File: src/rtl/ssdm_pkg.sv
package ssdm_pkg;

  localparam int DIV_W   = 34;
  localparam int DVS_W   = 17;
  localparam int SPEED_W = 19;

  localparam logic [1:0] MODE_REVERSE = 2'd0;
  localparam logic [1:0] MODE_FORWARD = 2'd1;
  localparam logic [1:0] MODE_BRAKE   = 2'd2;

  localparam logic [2:0] CFG_DEADZONE       = 3'd0;
  localparam logic [2:0] CFG_SPIN_THRESHOLD = 3'd1;
  localparam logic [2:0] CFG_SPIN_SPEED     = 3'd2;
  localparam logic [2:0] CFG_DUTY_FULL      = 3'd3;
  localparam logic [2:0] CFG_DUTY_FLOOR     = 3'd4;

  // 100 percent in q8
  localparam logic [14:0] Q8_FULL = 15'd25600;
  localparam logic signed [16:0] STICK_POS_MAX = 17'sd32767;
  localparam logic signed [16:0] STICK_NEG_MAX = 17'sd32768;

  typedef struct packed {
    logic [7:0]         trigger_left;
    logic [7:0]         trigger_right;
    logic signed [15:0] joystick_x;
  } ssdm_in_t;

  typedef struct packed {
    logic [1:0] left_mode;
    logic [7:0] left_duty;
    logic [1:0] right_mode;
    logic [7:0] right_duty;
  } ssdm_out_t;

  typedef struct packed {
    logic [14:0] deadzone;
    logic [14:0] spin_threshold;
    logic [6:0]  spin_speed;
    logic [9:0]  duty_full;
    logic [9:0]  duty_floor;
  } ssdm_cfg_t;

  typedef enum logic [2:0] {
    OP_BRAKE,
    OP_STOP,
    OP_SPIN_RIGHT,
    OP_SPIN_LEFT,
    OP_STRAIGHT,
    OP_TURN_RIGHT,
    OP_TURN_LEFT
  } ssdm_op_t;

  typedef struct packed {
    ssdm_op_t    op;
    logic        diff_neg;
    logic [7:0]  diff_mag;
    logic [15:0] turn_num;
    logic [15:0] turn_den;
  } ssdm_cmd_t;

  typedef enum logic [3:0] {
    BK_IDLE,
    BK_DECODE,
    BK_SPEED,
    BK_INNER_GO,
    BK_INNER,
    BK_DUTY_L_GO,
    BK_DUTY_L,
    BK_DUTY_R_GO,
    BK_DUTY_R,
    BK_EMIT
  } ssdm_bk_state_t;

  typedef struct packed {
    logic             start;
    logic [DIV_W-1:0] dividend;
    logic [DVS_W-1:0] divisor;
  } ssdm_div_req_t;

  typedef struct packed {
    logic             done;
    logic [DIV_W-1:0] quotient;
  } ssdm_div_rsp_t;

endpackage

File: src/rtl/ssdm_front.sv
module ssdm_front #(
  parameter int TRIGGER_MAX = 255
) (
  input  ssdm_pkg::ssdm_in_t  item,
  input  logic [14:0]         deadzone,
  input  logic [14:0]         spin_threshold,
  output ssdm_pkg::ssdm_cmd_t cmd
);

  localparam logic [16:0] TMAX = 17'(TRIGGER_MAX);

  logic signed [16:0] x;
  logic signed [16:0] dz;
  logic signed [16:0] th;
  logic signed [16:0] num_right;
  logic signed [16:0] num_left;
  logic signed [16:0] den_right;
  logic signed [16:0] den_left;
  logic signed [8:0]  diff;
  logic [8:0]         diff_abs;
  logic               brake;
  logic               released;

  assign x  = {item.joystick_x[15], item.joystick_x};
  assign dz = signed'({2'b00, deadzone});
  assign th = signed'({2'b00, spin_threshold});

  assign num_right = x - dz;
  assign num_left  = -(x + dz);
  assign den_right = ssdm_pkg::STICK_POS_MAX - dz;
  assign den_left  = ssdm_pkg::STICK_NEG_MAX - dz;

  assign diff     = signed'({1'b0, item.trigger_right}) - signed'({1'b0, item.trigger_left});
  assign diff_abs = diff[8] ? 9'(-diff) : 9'(diff);

  assign brake    = ({9'd0, item.trigger_left} == TMAX) && ({9'd0, item.trigger_right} == TMAX);
  assign released = (item.trigger_left == 8'd0) && (item.trigger_right == 8'd0);

  always_comb begin
    cmd.diff_neg = diff[8];
    cmd.diff_mag = diff_abs[7:0];
    cmd.turn_num = 16'd0;
    cmd.turn_den = 16'd0;
    if (brake) begin
      cmd.op = ssdm_pkg::OP_BRAKE;
    end else if (released) begin
      if (x > th) begin
        cmd.op = ssdm_pkg::OP_SPIN_RIGHT;
      end else if (x < -th) begin
        cmd.op = ssdm_pkg::OP_SPIN_LEFT;
      end else begin
        cmd.op = ssdm_pkg::OP_STOP;
      end
    end else if (x > dz) begin
      cmd.op       = ssdm_pkg::OP_TURN_RIGHT;
      cmd.turn_num = num_right[15:0];
      cmd.turn_den = den_right[15:0];
    end else if (x < -dz) begin
      cmd.op       = ssdm_pkg::OP_TURN_LEFT;
      cmd.turn_num = num_left[15:0];
      cmd.turn_den = den_left[15:0];
    end else begin
      cmd.op = ssdm_pkg::OP_STRAIGHT;
    end
  end

endmodule

File: src/rtl/ssdm_fifo.sv
module ssdm_fifo (
  input  logic                clk,
  input  logic                rst,
  input  logic                wr_en,
  input  ssdm_pkg::ssdm_cmd_t wr_data,
  output logic                full,
  input  logic                rd_en,
  output ssdm_pkg::ssdm_cmd_t rd_data,
  output logic                empty
);

  ssdm_pkg::ssdm_cmd_t mem [2];
  logic       wptr;
  logic       rptr;
  logic [1:0] count;

  assign full    = (count == 2'd2);
  assign empty   = (count == 2'd0);
  assign rd_data = mem[rptr];

  always_ff @(posedge clk) begin
    if (wr_en) begin
      mem[wptr] <= wr_data;
    end
  end

  always_ff @(posedge clk) begin
    if (rst) begin
      wptr  <= 1'b0;
      rptr  <= 1'b0;
      count <= 2'd0;
    end else begin
      if (wr_en) begin
        wptr <= ~wptr;
      end
      if (rd_en) begin
        rptr <= ~rptr;
      end
      if (wr_en && !rd_en) begin
        count <= count + 2'd1;
      end else if (rd_en && !wr_en) begin
        count <= count - 2'd1;
      end
    end
  end

endmodule

File: src/rtl/ssdm_div.sv
module ssdm_div (
  input  logic                    clk,
  input  logic                    rst,
  input  ssdm_pkg::ssdm_div_req_t req,
  output ssdm_pkg::ssdm_div_rsp_t rsp
);

  localparam int DIV_W = ssdm_pkg::DIV_W;
  localparam int DVS_W = ssdm_pkg::DVS_W;
  localparam int STEPS = DIV_W / 2;
  localparam int CNT_W = $clog2(STEPS);
  localparam logic [CNT_W-1:0] LAST = CNT_W'(STEPS - 1);

  logic [DVS_W-1:0] rem;
  logic [DVS_W-1:0] dvs;
  logic [DIV_W-1:0] quo;
  logic [CNT_W-1:0] cnt;
  logic             busy;
  logic             done;

  logic [DVS_W:0]   t1;
  logic [DVS_W:0]   r1;
  logic [DVS_W:0]   t2;
  logic [DVS_W:0]   r2;
  logic             ge1;
  logic             ge2;

  // two restoring steps per cycle
  always_comb begin
    t1  = {rem, quo[DIV_W-1]};
    ge1 = (t1 >= {1'b0, dvs});
    r1  = ge1 ? (t1 - {1'b0, dvs}) : t1;
    t2  = {r1[DVS_W-1:0], quo[DIV_W-2]};
    ge2 = (t2 >= {1'b0, dvs});
    r2  = ge2 ? (t2 - {1'b0, dvs}) : t2;
  end

  always_ff @(posedge clk) begin
    if (req.start) begin
      rem <= '0;
      dvs <= req.divisor;
      quo <= req.dividend;
      cnt <= '0;
    end else if (busy) begin
      rem <= r2[DVS_W-1:0];
      quo <= {quo[DIV_W-3:0], ge1, ge2};
      cnt <= cnt + 1'b1;
    end
  end

  always_ff @(posedge clk) begin
    if (rst) begin
      busy <= 1'b0;
      done <= 1'b0;
    end else begin
      done <= 1'b0;
      if (req.start) begin
        busy <= 1'b1;
      end else if (busy && (cnt == LAST)) begin
        busy <= 1'b0;
        done <= 1'b1;
      end
    end
  end

  assign rsp.done     = done;
  assign rsp.quotient = quo;

endmodule

File: src/rtl/ssdm_back.sv
module ssdm_back #(
  parameter int TRIGGER_MAX = 255
) (
  input  logic                    clk,
  input  logic                    rst,
  input  ssdm_pkg::ssdm_cfg_t     cfg,
  input  ssdm_pkg::ssdm_cmd_t     cmd_in,
  input  logic                    cmd_empty,
  output logic                    cmd_pop,
  output ssdm_pkg::ssdm_div_req_t div_req,
  input  ssdm_pkg::ssdm_div_rsp_t div_rsp,
  input  logic                    pop,
  output logic                    empty,
  output ssdm_pkg::ssdm_out_t     out_item
);

  localparam int DIV_W   = ssdm_pkg::DIV_W;
  localparam int DVS_W   = ssdm_pkg::DVS_W;
  localparam int SPEED_W = ssdm_pkg::SPEED_W;

  ssdm_pkg::ssdm_bk_state_t state;
  ssdm_pkg::ssdm_bk_state_t state_next;
  ssdm_pkg::ssdm_cmd_t      cmd;

  logic               sl_neg;
  logic [SPEED_W-1:0] sl_mag;
  logic               sr_neg;
  logic [SPEED_W-1:0] sr_mag;
  logic [7:0]         left_duty;
  logic [7:0]         right_duty;
  logic [7:0]         held_left;
  logic [7:0]         held_right;
  logic               out_valid;
  logic               out_free;
  logic               is_drive;

  logic [22:0]        speed_prod;
  logic [34:0]        inner_prod;
  logic [28:0]        duty_prod;
  logic               span_neg;
  logic [9:0]         span_mag;
  logic [SPEED_W-1:0] duty_mag;
  logic [SPEED_W-1:0] q_speed;
  logic [7:0]         duty_q;

  logic signed [17:0] aux;

  assign out_free = !out_valid || pop;
  assign empty    = !out_valid;
  assign is_drive = (cmd.op == ssdm_pkg::OP_STRAIGHT) || (cmd.op == ssdm_pkg::OP_TURN_RIGHT) ||
                    (cmd.op == ssdm_pkg::OP_TURN_LEFT);

  assign span_neg   = (cfg.duty_full < cfg.duty_floor);
  assign span_mag   = span_neg ? (cfg.duty_floor - cfg.duty_full) : (cfg.duty_full - cfg.duty_floor);
  assign duty_mag   = (state == ssdm_pkg::BK_DUTY_L_GO) ? sl_mag : sr_mag;
  assign speed_prod = cmd.diff_mag * ssdm_pkg::Q8_FULL;
  assign inner_prod = sl_mag * cmd.turn_num;
  assign duty_prod  = span_mag * duty_mag;
  assign q_speed    = div_rsp.quotient[SPEED_W-1:0];

  // floor plus the signed span share, clamped to ten bits, two bits dropped
  always_comb begin
    if (span_neg) begin
      aux = signed'({8'd0, cfg.duty_floor}) - signed'({3'd0, div_rsp.quotient[14:0]});
    end else begin
      aux = signed'({8'd0, cfg.duty_floor}) + signed'({3'd0, div_rsp.quotient[14:0]});
    end
    if (aux < 0) begin
      duty_q = 8'd0;
    end else if (aux > 18'sd1023) begin
      duty_q = 8'd255;
    end else begin
      duty_q = aux[9:2];
    end
  end

  always_comb begin
    state_next = state;
    case (state)
      ssdm_pkg::BK_IDLE: begin
        if (!cmd_empty) begin
          state_next = ssdm_pkg::BK_DECODE;
        end
      end
      ssdm_pkg::BK_DECODE: begin
        if (cmd.op == ssdm_pkg::OP_BRAKE) begin
          state_next = ssdm_pkg::BK_EMIT;
        end else if (is_drive) begin
          state_next = ssdm_pkg::BK_SPEED;
        end else begin
          state_next = ssdm_pkg::BK_DUTY_L_GO;
        end
      end
      ssdm_pkg::BK_SPEED: begin
        if (div_rsp.done) begin
          if (cmd.op == ssdm_pkg::OP_STRAIGHT) begin
            state_next = ssdm_pkg::BK_DUTY_L_GO;
          end else begin
            state_next = ssdm_pkg::BK_INNER_GO;
          end
        end
      end
      ssdm_pkg::BK_INNER_GO: state_next = ssdm_pkg::BK_INNER;
      ssdm_pkg::BK_INNER: begin
        if (div_rsp.done) begin
          state_next = ssdm_pkg::BK_DUTY_L_GO;
        end
      end
      ssdm_pkg::BK_DUTY_L_GO: state_next = ssdm_pkg::BK_DUTY_L;
      ssdm_pkg::BK_DUTY_L: begin
        if (div_rsp.done) begin
          state_next = ssdm_pkg::BK_DUTY_R_GO;
        end
      end
      ssdm_pkg::BK_DUTY_R_GO: state_next = ssdm_pkg::BK_DUTY_R;
      ssdm_pkg::BK_DUTY_R: begin
        if (div_rsp.done) begin
          state_next = ssdm_pkg::BK_EMIT;
        end
      end
      ssdm_pkg::BK_EMIT: begin
        if (out_free) begin
          state_next = ssdm_pkg::BK_IDLE;
        end
      end
      default: state_next = ssdm_pkg::BK_IDLE;
    endcase
  end

  always_comb begin
    cmd_pop          = 1'b0;
    div_req.start    = 1'b0;
    div_req.dividend = '0;
    div_req.divisor  = '0;
    case (state)
      ssdm_pkg::BK_IDLE: cmd_pop = !cmd_empty;
      ssdm_pkg::BK_DECODE: begin
        div_req.start    = is_drive;
        div_req.dividend = DIV_W'(speed_prod);
        div_req.divisor  = DVS_W'(TRIGGER_MAX);
      end
      ssdm_pkg::BK_INNER_GO: begin
        div_req.start    = 1'b1;
        div_req.dividend = inner_prod[DIV_W-1:0];
        div_req.divisor  = {1'b0, cmd.turn_den};
      end
      ssdm_pkg::BK_DUTY_L_GO, ssdm_pkg::BK_DUTY_R_GO: begin
        div_req.start    = 1'b1;
        div_req.dividend = DIV_W'(duty_prod);
        div_req.divisor  = {2'b00, ssdm_pkg::Q8_FULL};
      end
      default: begin
      end
    endcase
  end

  always_ff @(posedge clk) begin
    if (rst) begin
      state <= ssdm_pkg::BK_IDLE;
    end else begin
      state <= state_next;
    end
  end

  always_ff @(posedge clk) begin
    case (state)
      ssdm_pkg::BK_IDLE: begin
        if (!cmd_empty) begin
          cmd <= cmd_in;
        end
      end
      ssdm_pkg::BK_DECODE: begin
        sl_neg <= (cmd.op == ssdm_pkg::OP_SPIN_LEFT);
        sr_neg <= (cmd.op == ssdm_pkg::OP_SPIN_RIGHT);
        if (cmd.op == ssdm_pkg::OP_STOP) begin
          sl_mag <= '0;
          sr_mag <= '0;
        end else begin
          sl_mag <= SPEED_W'({cfg.spin_speed, 8'd0});
          sr_mag <= SPEED_W'({cfg.spin_speed, 8'd0});
        end
      end
      ssdm_pkg::BK_SPEED: begin
        if (div_rsp.done) begin
          sl_neg <= cmd.diff_neg;
          sr_neg <= cmd.diff_neg;
          sl_mag <= q_speed;
          sr_mag <= q_speed;
        end
      end
      ssdm_pkg::BK_INNER: begin
        if (div_rsp.done) begin
          if (cmd.op == ssdm_pkg::OP_TURN_RIGHT) begin
            sr_mag <= sr_mag - q_speed;
          end else begin
            sl_mag <= sl_mag - q_speed;
          end
        end
      end
      ssdm_pkg::BK_DUTY_L: begin
        if (div_rsp.done) begin
          left_duty <= duty_q;
        end
      end
      ssdm_pkg::BK_DUTY_R: begin
        if (div_rsp.done) begin
          right_duty <= duty_q;
        end
      end
      default: begin
      end
    endcase
  end

  always_ff @(posedge clk) begin
    if (rst) begin
      out_valid  <= 1'b0;
      held_left  <= 8'd0;
      held_right <= 8'd0;
    end else if ((state == ssdm_pkg::BK_EMIT) && out_free) begin
      out_valid <= 1'b1;
      if (cmd.op == ssdm_pkg::OP_BRAKE) begin
        out_item.left_mode  <= ssdm_pkg::MODE_BRAKE;
        out_item.left_duty  <= held_left;
        out_item.right_mode <= ssdm_pkg::MODE_BRAKE;
        out_item.right_duty <= held_right;
      end else begin
        out_item.left_mode  <= (sl_neg && (sl_mag != '0)) ? ssdm_pkg::MODE_REVERSE
                                                           : ssdm_pkg::MODE_FORWARD;
        out_item.left_duty  <= left_duty;
        out_item.right_mode <= (sr_neg && (sr_mag != '0)) ? ssdm_pkg::MODE_REVERSE
                                                           : ssdm_pkg::MODE_FORWARD;
        out_item.right_duty <= right_duty;
        held_left           <= left_duty;
        held_right          <= right_duty;
      end
    end else if (pop) begin
      out_valid <= 1'b0;
    end
  end

endmodule

File: src/rtl/skid_steer_drive_mixer_core.sv
// Skid-steer drive mixer: trigger pair and stick X in, bridge mode and PWM duty per side out.
// Input channel: an item is taken on a clock edge with push high and full low.
// Result channel: while empty is low the oldest result sits on out_item; pop takes it.
// Configuration: cfg_valid with cfg_index/cfg_data writes one register; cfg_ready is
// always high. Write registers only while no transaction is in flight.
// One result per input item, in order.
// Work per item depends on the command: a brake needs no division, spin or stop two,
// straight driving three and a turn four, all on the shared divider (two quotient bits
// per cycle, up to four divisions per item: speed, inner side, two duties).
// Items are worked one at a time; a two-entry command queue between the classifying
// front and the arithmetic back lets input keep arriving meanwhile.
// A stalled receiver holds the finished result in the output register; the back waits
// in its last step and the queue fills, then full rises.
// Reset: registers go to their defaults, queue and output are emptied, held duties clear.
module skid_steer_drive_mixer_core #(
  parameter int TRIGGER_MAX = 255
) (
  input  logic                clk,
  input  logic                rst,
  input  logic                push,
  output logic                full,
  input  ssdm_pkg::ssdm_in_t  in_item,
  output logic                empty,
  input  logic                pop,
  output ssdm_pkg::ssdm_out_t out_item,
  input  logic                cfg_valid,
  output logic                cfg_ready,
  input  logic [2:0]          cfg_index,
  input  logic [15:0]         cfg_data
);

  ssdm_pkg::ssdm_cfg_t     cfg;
  ssdm_pkg::ssdm_cmd_t     front_cmd;
  ssdm_pkg::ssdm_cmd_t     queue_cmd;
  ssdm_pkg::ssdm_div_req_t div_req;
  ssdm_pkg::ssdm_div_rsp_t div_rsp;
  logic                    queue_empty;
  logic                    queue_pop;

  assign cfg_ready = 1'b1;

  always_ff @(posedge clk) begin
    if (rst) begin
      cfg.deadzone       <= 15'd1200;
      cfg.spin_threshold <= 15'd15000;
      cfg.spin_speed     <= 7'd50;
      cfg.duty_full      <= 10'd320;
      cfg.duty_floor     <= 10'd21;
    end else if (cfg_valid) begin
      case (cfg_index)
        ssdm_pkg::CFG_DEADZONE:       cfg.deadzone       <= cfg_data[14:0];
        ssdm_pkg::CFG_SPIN_THRESHOLD: cfg.spin_threshold <= cfg_data[14:0];
        ssdm_pkg::CFG_SPIN_SPEED:     cfg.spin_speed     <= cfg_data[6:0];
        ssdm_pkg::CFG_DUTY_FULL:      cfg.duty_full      <= cfg_data[9:0];
        ssdm_pkg::CFG_DUTY_FLOOR:     cfg.duty_floor     <= cfg_data[9:0];
        default: begin
        end
      endcase
    end
  end

  ssdm_front #(
    .TRIGGER_MAX(TRIGGER_MAX)
  ) u_front (
    .item          (in_item),
    .deadzone      (cfg.deadzone),
    .spin_threshold(cfg.spin_threshold),
    .cmd           (front_cmd)
  );

  ssdm_fifo u_queue (
    .clk    (clk),
    .rst    (rst),
    .wr_en  (push && !full),
    .wr_data(front_cmd),
    .full   (full),
    .rd_en  (queue_pop),
    .rd_data(queue_cmd),
    .empty  (queue_empty)
  );

  ssdm_div u_div (
    .clk(clk),
    .rst(rst),
    .req(div_req),
    .rsp(div_rsp)
  );

  ssdm_back #(
    .TRIGGER_MAX(TRIGGER_MAX)
  ) u_back (
    .clk      (clk),
    .rst      (rst),
    .cfg      (cfg),
    .cmd_in   (queue_cmd),
    .cmd_empty(queue_empty),
    .cmd_pop  (queue_pop),
    .div_req  (div_req),
    .div_rsp  (div_rsp),
    .pop      (pop),
    .empty    (empty),
    .out_item (out_item)
  );

endmodule

File: config.mk
export PLATFORM = sky130hd
export DESIGN_NAME = skid_steer_drive_mixer_core
export DESIGN_NICKNAME = d
export VERILOG_FILES = /design/src/rtl/ssdm_pkg.sv /design/src/rtl/ssdm_front.sv /design/src/rtl/ssdm_fifo.sv /design/src/rtl/ssdm_div.sv /design/src/rtl/ssdm_back.sv /design/src/rtl/skid_steer_drive_mixer_core.sv
export SDC_FILE = /design/constraint.sdc
export NUM_CORES = 2
export LEC_CHECK = 0
export ABC_CLOCK_PERIOD_IN_PS = 9400
export BUFFER_PORTS_ARGS = -buffer_cell sky130_fd_sc_hd__buf_2
export CAP_MARGIN = 15
export CORE_ASPECT_RATIO = 0.75
export CORE_MARGIN = 3
export CORE_UTILIZATION = 30
export CTS_BUF_LIST = sky130_fd_sc_hd__clkbuf_4
export DETAILED_ROUTE_END_ITERATION = 8
export GPL_TIMING_DRIVEN = 0
export PLACE_DENSITY = 0.41
export SYNTH_ARGS = -nofsm -noshare
export SYNTH_HDL_FRONTEND = slang
export SYNTH_SLANG_ARGS = --single-unit
File: constraint.sdc
create_clock -name clk -period 9.4 [get_ports clk]
set_input_delay 0 -clock clk [delete_from_list [all_inputs] [get_ports clk]]
set_output_delay 0 -clock clk [all_outputs]
set_load 0.01 [all_outputs]
# After elaboration in Yosys (flattened, before gate mapping)
# Memories as Yosys holds them, arrays and structs flattened. A register that Yosys moved wholly into a read port is not among the register bits.
# Cells that the tools add are included.
[word_totals]
mem_bits_rw = 88
reg_bits = 233
out_inout_bits = 23
memories = 1
elab_cells = 199
input_bits = 56
[classes]
n_lt_le_gt_ge = 9
n_reduce_logical = 47
bitwise_logic = 5
addsub = 20
n_mul = 3
n_eq_ne = 31
muxes = 55
[memory_table]
columns = ["memory", "depth", "width", "rd", "rd_ports_with_merged_regs", "wr", "line_no", "text"]
rows = [
  ["u_queue.mem", 2, 44, 1, 1, 1, "ssdm_fifo.sv:12", "ssdm_pkg::ssdm_cmd_t mem [2];"],
]
[ops]
columns = ["operator", "count"]
rows = [
  ["52-bit one-hot mux with 3 select lines", 1],
  ["32-bit 2-to-1 mux", 4],
  ["19-bit 2-to-1 mux", 6],
  ["19-bit one-hot mux with 3 select lines", 2],
  ["34-bit 2-to-1 mux", 2],
  ["4-bit one-hot mux with 10 select lines", 1],
  ["19-bit nonzero test", 2],
  ["19-bit subtractor", 2],
  ["18-bit by 17-bit greater-or-equal comparator with 1-bit output", 2],
  ["18-bit 2-to-1 mux", 2],
  ["16-bit by 17-bit < comparator with 1-bit output", 2],
  ["19-bit by 16-bit multiplier with 34-bit output", 1],
  ["17-bit 2-to-1 mux", 2],
  ["15-bit negation with 17-bit output", 2],
  ["17-bit subtractor", 2],
  ["16-bit > comparator", 2],
  ["10-bit by 19-bit multiplier with 29-bit output", 1],
  ["4-bit 2-to-1 mux", 7],
  ["8-bit 2-to-1 mux", 3],
  ["2-bit AND reduction", 11],
  ["10-bit subtractor", 2],
  ["18-bit by 11-bit > comparator with 1-bit output (second input constant)", 1],
  ["18-bit by 1-bit < comparator with 1-bit output (second input constant)", 1],
  ["3-bit 2-to-1 mux", 6],
  ["44 further kinds", 103],
]

# Depth between registers and ports, before layout
[depth]
ltp_word = 7
mapped_depth = 37
ltp_nobuf = 35

# By module
# From an unflattened synthesis, not the netlist that was laid out.
[hier_totals]
hier_cells = 4371
area_unflattened_um2 = 40923.0
[modules_own_cells]
columns = ["module", "n_inst", "area_each_um2", "cells_per_inst", "seq_area_each_um2"]
rows = [
  ["ssdm_back", 1, 25839.8, 2878, 3993.8],
  ["ssdm_div", 1, 4897.2, 477, 2011.9],
  ["ssdm_front", 1, 4415.5, 625, 0.0],
  ["ssdm_fifo", 1, 3380.7, 159, 2742.6],
  ["skid_steer_drive_mixer_core", 1, 2389.8, 232, 1141.1],
]

# Worst setup path after synthesis
# Ideal clock, no wire load.
[synth_timing]
path_type = "reg-to-reg"
start = "reg cfg[1] (netlist name)"
end = "reg u_div.quo[25] (data pin)"
setup_ps = 269
path_stages_with_launch = 33
required_time_ps = 9131
path_buffers = 2
synth_period_minus_slack_ps = 8187
t_arrival_ps = 7918
slack_ps = 1213
cell_sequence = "dfxtp_1 inv_1 fa_1 a21oi_1 nor2b_1 a311o_1 nor3_2 o31a_2 buf_4 mux2i_1 xor2_1 buf_2 nor2_1 fa_1 inv_1 fa_1 inv_1 fa_1 fa_1 inv_1 fa_1 inv_1 ha_1 nand2_1 or4_1 o21ai_0 o221ai_1 o2bb2ai_1 nor2b_1 a311o_1 a31oi_1 xor2_1 o21ai_0"
[synth_between]
elab_chain_cells = 5
elab_cells_between_ends = 7
cone_classes = "add/sub (2); mul (1); order compare (1); mux (3)"
[synth_lines]
columns = ["element", "line_no", "text"]
rows = [
  ["10-bit subtractor / 10-bit < comparator (equally long branches)", "ssdm_back.sv:54, ssdm_back.sv:53", ""],
  ["10-bit 2-to-1 mux *", "ssdm_back.sv:54", "assign span_mag = span_neg ? (cfg.duty_floor - cfg.duty_full) : (cfg.duty_full - cfg.duty_floor);"],
  ["10-bit by 19-bit multiplier with 29-bit output *", "ssdm_back.sv:58", "assign duty_prod = span_mag * duty_mag;"],
  ["52-bit one-hot mux with 3 select lines *", "ssdm_back.sv:135", "case (state)"],
  ["34-bit 2-to-1 mux *", "ssdm_div.sv:39", "if (req.start) begin"],
  ["to (signal assigned)", "ssdm_div.sv:42", "quo <= req.dividend;"],
  ["to (signal assigned)", "ssdm_div.sv:46", "quo <= {quo[DIV_W-3:0], ge1, ge2};"],
  ["to (decl)", "ssdm_div.sv:16", "logic [DIV_W-1:0] quo;"],
]
# Mark *: on every way between the ends. The rest lies on a longest branch, timed or not.
# A chain may end at the register's enable or synchronous reset.

# Worst setup path in the final report
[layout_timing]
start = "reg u_back.state[0]"
end = "reg u_div.quo[25] (data pin)"
[layout_between]
elab_chain_cells = 5
elab_cells_between_ends = 9
cone_classes = "mul (1); eq/ne (4); mux (3); reduce/logical (1)"
[layout_lines]
columns = ["element", "line_no", "text"]
rows = [
  ["from (decl)", "ssdm_back.sv:21", "ssdm_pkg::ssdm_bk_state_t state;"],
  ["from (signal assigned)", "ssdm_back.sv:159", "state <= ssdm_pkg::BK_IDLE;"],
  ["from (signal assigned)", "ssdm_back.sv:161", "state <= state_next;"],
  ["4-bit by 3-bit equality test with 1-bit output", "ssdm_back.sv:55, ssdm_back.sv:135", ""],
  ["19-bit 2-to-1 mux", "ssdm_back.sv:55", "assign duty_mag = (state == ssdm_pkg::BK_DUTY_L_GO) ? sl_mag : sr_mag;"],
  ["10-bit by 19-bit multiplier with 29-bit output", "ssdm_back.sv:58", ""],
  ["52-bit one-hot mux with 3 select lines *", "ssdm_back.sv:135", ""],
  ["34-bit 2-to-1 mux *", "ssdm_div.sv:39", ""],
]
# Marks and branches as above.

==> impl_metrics.toml <==
[logic_synthesis]
synth_compound_area_frac = 0.122
synth_mux_area_frac = 0.0366
synth_edf_count = 257
synthAdderAreaFrac = 0.321
yosys.area_share.simple = 0.150
avgSynthCellArea_um2 = 9.14
synthDistinctLibCells = 92
seq_area_frac_synth = 0.248
ys_ff_latch = 363
syn_inst = 4348
ys.flop_type = "edfxtp_1"
syn_area_um2 = 39700
async_flop_share = 0
synth_nets = 5194
synth_top_family_by_area = "adder cells"
synth_xor_area_frac = 0.0463
yosysWarnings = 0

[sta]
max_freq_ghz = 0.112
layout_min_cycle_time_ps = 8920
tightest_slew_ps = 1330
rsz0062_at_grt = "no"
hold_violations = 0
holdWs_ps = 131
tns_ps = 0
finalCritPeriodShare = 0.949
setup_viol_count_final = 0
max-slew-margin-rel = 0.113
drv_slew = 0
worst_slack_ps = 480
fin_worst_skew_ps = 124

[die]
io-pin-count = 79
dieArea_um2 = 137000
die_height_um = 321
initial_utilization = 0.305
core_area_um2 = 130000
rows = 114
die_width_um = 426

[detailed_routing]
via_per_inst = 4.88
postRouteAntennaNets = 0
first_pass_iters = 6
drtIter0Drc = 2304
drc = 0
totalWireLength_um = 138000
dr_total_vias = 31700
wl_per_cell_um = 21.3

[final_layout]
drive_gt1_frac = 0.0921
multi_input_area_um2 = 27100
regArea_um2 = 9840
n_fill_cell = 13700
fin_area_um2 = 45300
syn_to_final_growth_pct = 14.0
nets = 5504

[setup_path]
cp.required_ps = 10050
worstRegToRegCells = 28
cp.depth = 28
worst_ep_arrival_time_ps = 9570
crit_slowest_cell = "mux2i_1"
crit_family = "adder cells"
crit_type = "flip-flop to flip-flop"
r2r_start = "u_back.state[0]$_SDFFE_PP0P_"
cp_max_fo = 10
start_kind = "flip-flop"
r2r_end = "u_div.quo[25]$_DFFE_PP_"
endpoint_kind = "flip-flop"
max_stage_delay_ps = 730
critical_path_buf_inv_count = 8
cpMostUsedCell = "fa_1"
r2r_slack_ps = 480

[clock_network]
clock_sinks = 363
cts_buffers = 99
clock_latency_ps = 960
cts.path.max_buffers = 3
cts-htree-levels = 3
cts-root-buf = "clkbuf_4"
clkSlewWorstSetupHoldPaths_ps = 80
cts_tree = "done"

[global_routing]
grt_pass1_vias = 32300
grt.overflow.total = 0
grt_max_degree = 41
grt_pass1_wl_um = 210000
antenna_found_initial = 11
grt.total_usage = 0.205

[placement]
io_buffers = 75
place_area_um2 = 42500
dp_slack_ps = -456
dpl.hpwl_um = 111000
place_congestion = 0.854

[job]
maxCapViolations = 0

[status]
status = "finished, final reports clean"

[hold_path]
hp-class = "input port to flip-flop"
min_from = "in_item[9]"
min_to = "u_queue.mem[0][25]$_DFFE_PP_"
whs_path_depth = 7
[routing by layer]
metal	vias to the layer above	track usage	part of all wire
li1	15200	-	-
met1	15600	0.313	0.51
met2	775	0.291	0.40
met3	126	0.0504	0.069
met4	2	0.0355	0.014
met5	-	0	0.000094
[flip-flops by register name, summed over array words and instances (netlist names), 2 cells and up]
signal and cells:
u_queue.mem 88, u_div.cnt 5, u_back.state 4, cfg 57, u_back.cmd 44, u_back.sr_mag 19
u_queue.count 2, u_div.quo 34, u_back.held_left 8, u_back.held_right 8, u_back.sl_mag 19, u_back.right_duty 8
u_back.out_item 19, u_div.rem 17, u_div.dvs 16, u_back.left_duty 8
[worst max path at each step]
stage,startpoint,endpoint,slack [ps]
after global placement,cfg[1]$_SDFFE_PP0P_,u_div.quo[25]$_DFFE_PP_,-770
final,u_back.state[0]$_SDFFE_PP0P_,u_div.quo[25]$_DFFE_PP_,480
after CTS,cfg[1]$_SDFFE_PP0P_,u_div.quo[25]$_DFFE_PP_,0.9
after floorplan,cfg[1]$_SDFFE_PP0P_,u_div.quo[25]$_DFFE_PP_,1210
after detailed placement,cfg[1]$_SDFFE_PP0P_,u_div.quo[25]$_DFFE_PP_,-460
after global routing,u_back.state[0]$_SDFFE_PP0P_,u_div.quo[25]$_DFFE_PP_,40
[stage by stage]
step	util	instances
6_report	0.348	6481
5_1_grt	0.348	6479
4_1_cts	0.346	6462
3_5_place_dp	0.327	6175
3_3_place_gp	0.325	6163
2_1_floorplan	-	4348
[logic make-up after synthesis]
group                      Yosys count
AOI/OAI and AO/OA                  771
xor gates and xnor gates           209
adders and majority gates          790
buffers and inverters              792
DFF                                363
muxes                              134
other                                1
and+or+nand+nor                   1288
[Yosys cell counts (10+ instances only)]
cell | number | area share
nand4_1 | 31 | 0.0049
and2_1 | 110 | 0.017
nor2_1 | 280 | 0.026
inv_1 | 618 | 0.058
mux2_2 | 90 | 0.026
nand3_1 | 39 | 0.0049
nand2b_1 | 52 | 0.0082
nor3_1 | 61 | 0.0077
a21o_1 | 69 | 0.013
a211oi_1 | 22 | 0.0042
xnor2_1 | 139 | 0.031
or3_1 | 15 | 0.0024
fa_1 | 383 | 0.19
nand2_1 | 564 | 0.053
edfxtp_1 | 257 | 0.19
mux2i_1 | 44 | 0.011
a22oi_1 | 11 | 0.0021
o22ai_1 | 11 | 0.0017
a31oi_1 | 26 | 0.0041
a211o_1 | 19 | 0.0042
buf_2 | 13 | 0.0016
o21bai_1 | 25 | 0.0047
xor2_1 | 69 | 0.015
o21a_1 | 34 | 0.0064
dfxtp_1 | 106 | 0.053
nor2b_1 | 41 | 0.0065
ha_1 | 407 | 0.13
o21ai_0 | 153 | 0.019
a21oi_1 | 280 | 0.035
o221ai_1 | 10 | 0.0022
nor4_1 | 23 | 0.0036
nand3b_1 | 11 | 0.0021
and3_1 | 20 | 0.0032
clkbuf_1 | 148 | 0.014
[cells in the final DEF (no fill, tap or decap), types with 105 or more instances in the layout]
cell             n
inv_1          617
nand2_1        562
ha_1           405
fa_1           383
nor2_1         278
a21oi_1        278
edfxtp_1       257
o21ai_0        153
clkbuf_4       145
clkbuf_1       140
xnor2_1        135
dlygate4sd3_1  111
and2_1         110
dfxtp_1        105
[layout make-up]
type / count / area share
clock buffers: 143 / 0.0237
well taps: 1740 / 0.0481
multi-input cells: 3193 / 0.598
repair buffers: 212 / 0.0400
flip-flops and latches: 363 / 0.217
plain buffers: 170 / 0.0157
clock inverters: 35 / 0.00541
diodes: 6 / 0.000332
inverters: 619 / 0.0513
[worst reg2reg max path: cells and delay by family (launching register included)]
family / cells / cell delay, ps
adder cells (fa/ha/maj): 6 / 3120
buffers and inverters: 8 / 1780
AND/OR/NAND/NOR: 6 / 1510
AO/OA/AOI/OAI: 6 / 1030
multiplexers: 1 / 730
flip-flops: 1 / 310
XOR/XNOR: 1 / 180
[repair_timing]
action | CTS | global route
hold endpoints to repair | 233 | 0
hold buffers | 111 | 0
buffers inserted | 0 | 12
gates resized for setup | 9 | 44
endpoints found under the setup margin | 13 | 16
pin swaps | 0 | 7
Power is left out: the tool's default activity adds up to more than one toggle a clock period on the data nets, which glitch-free logic cannot reach.
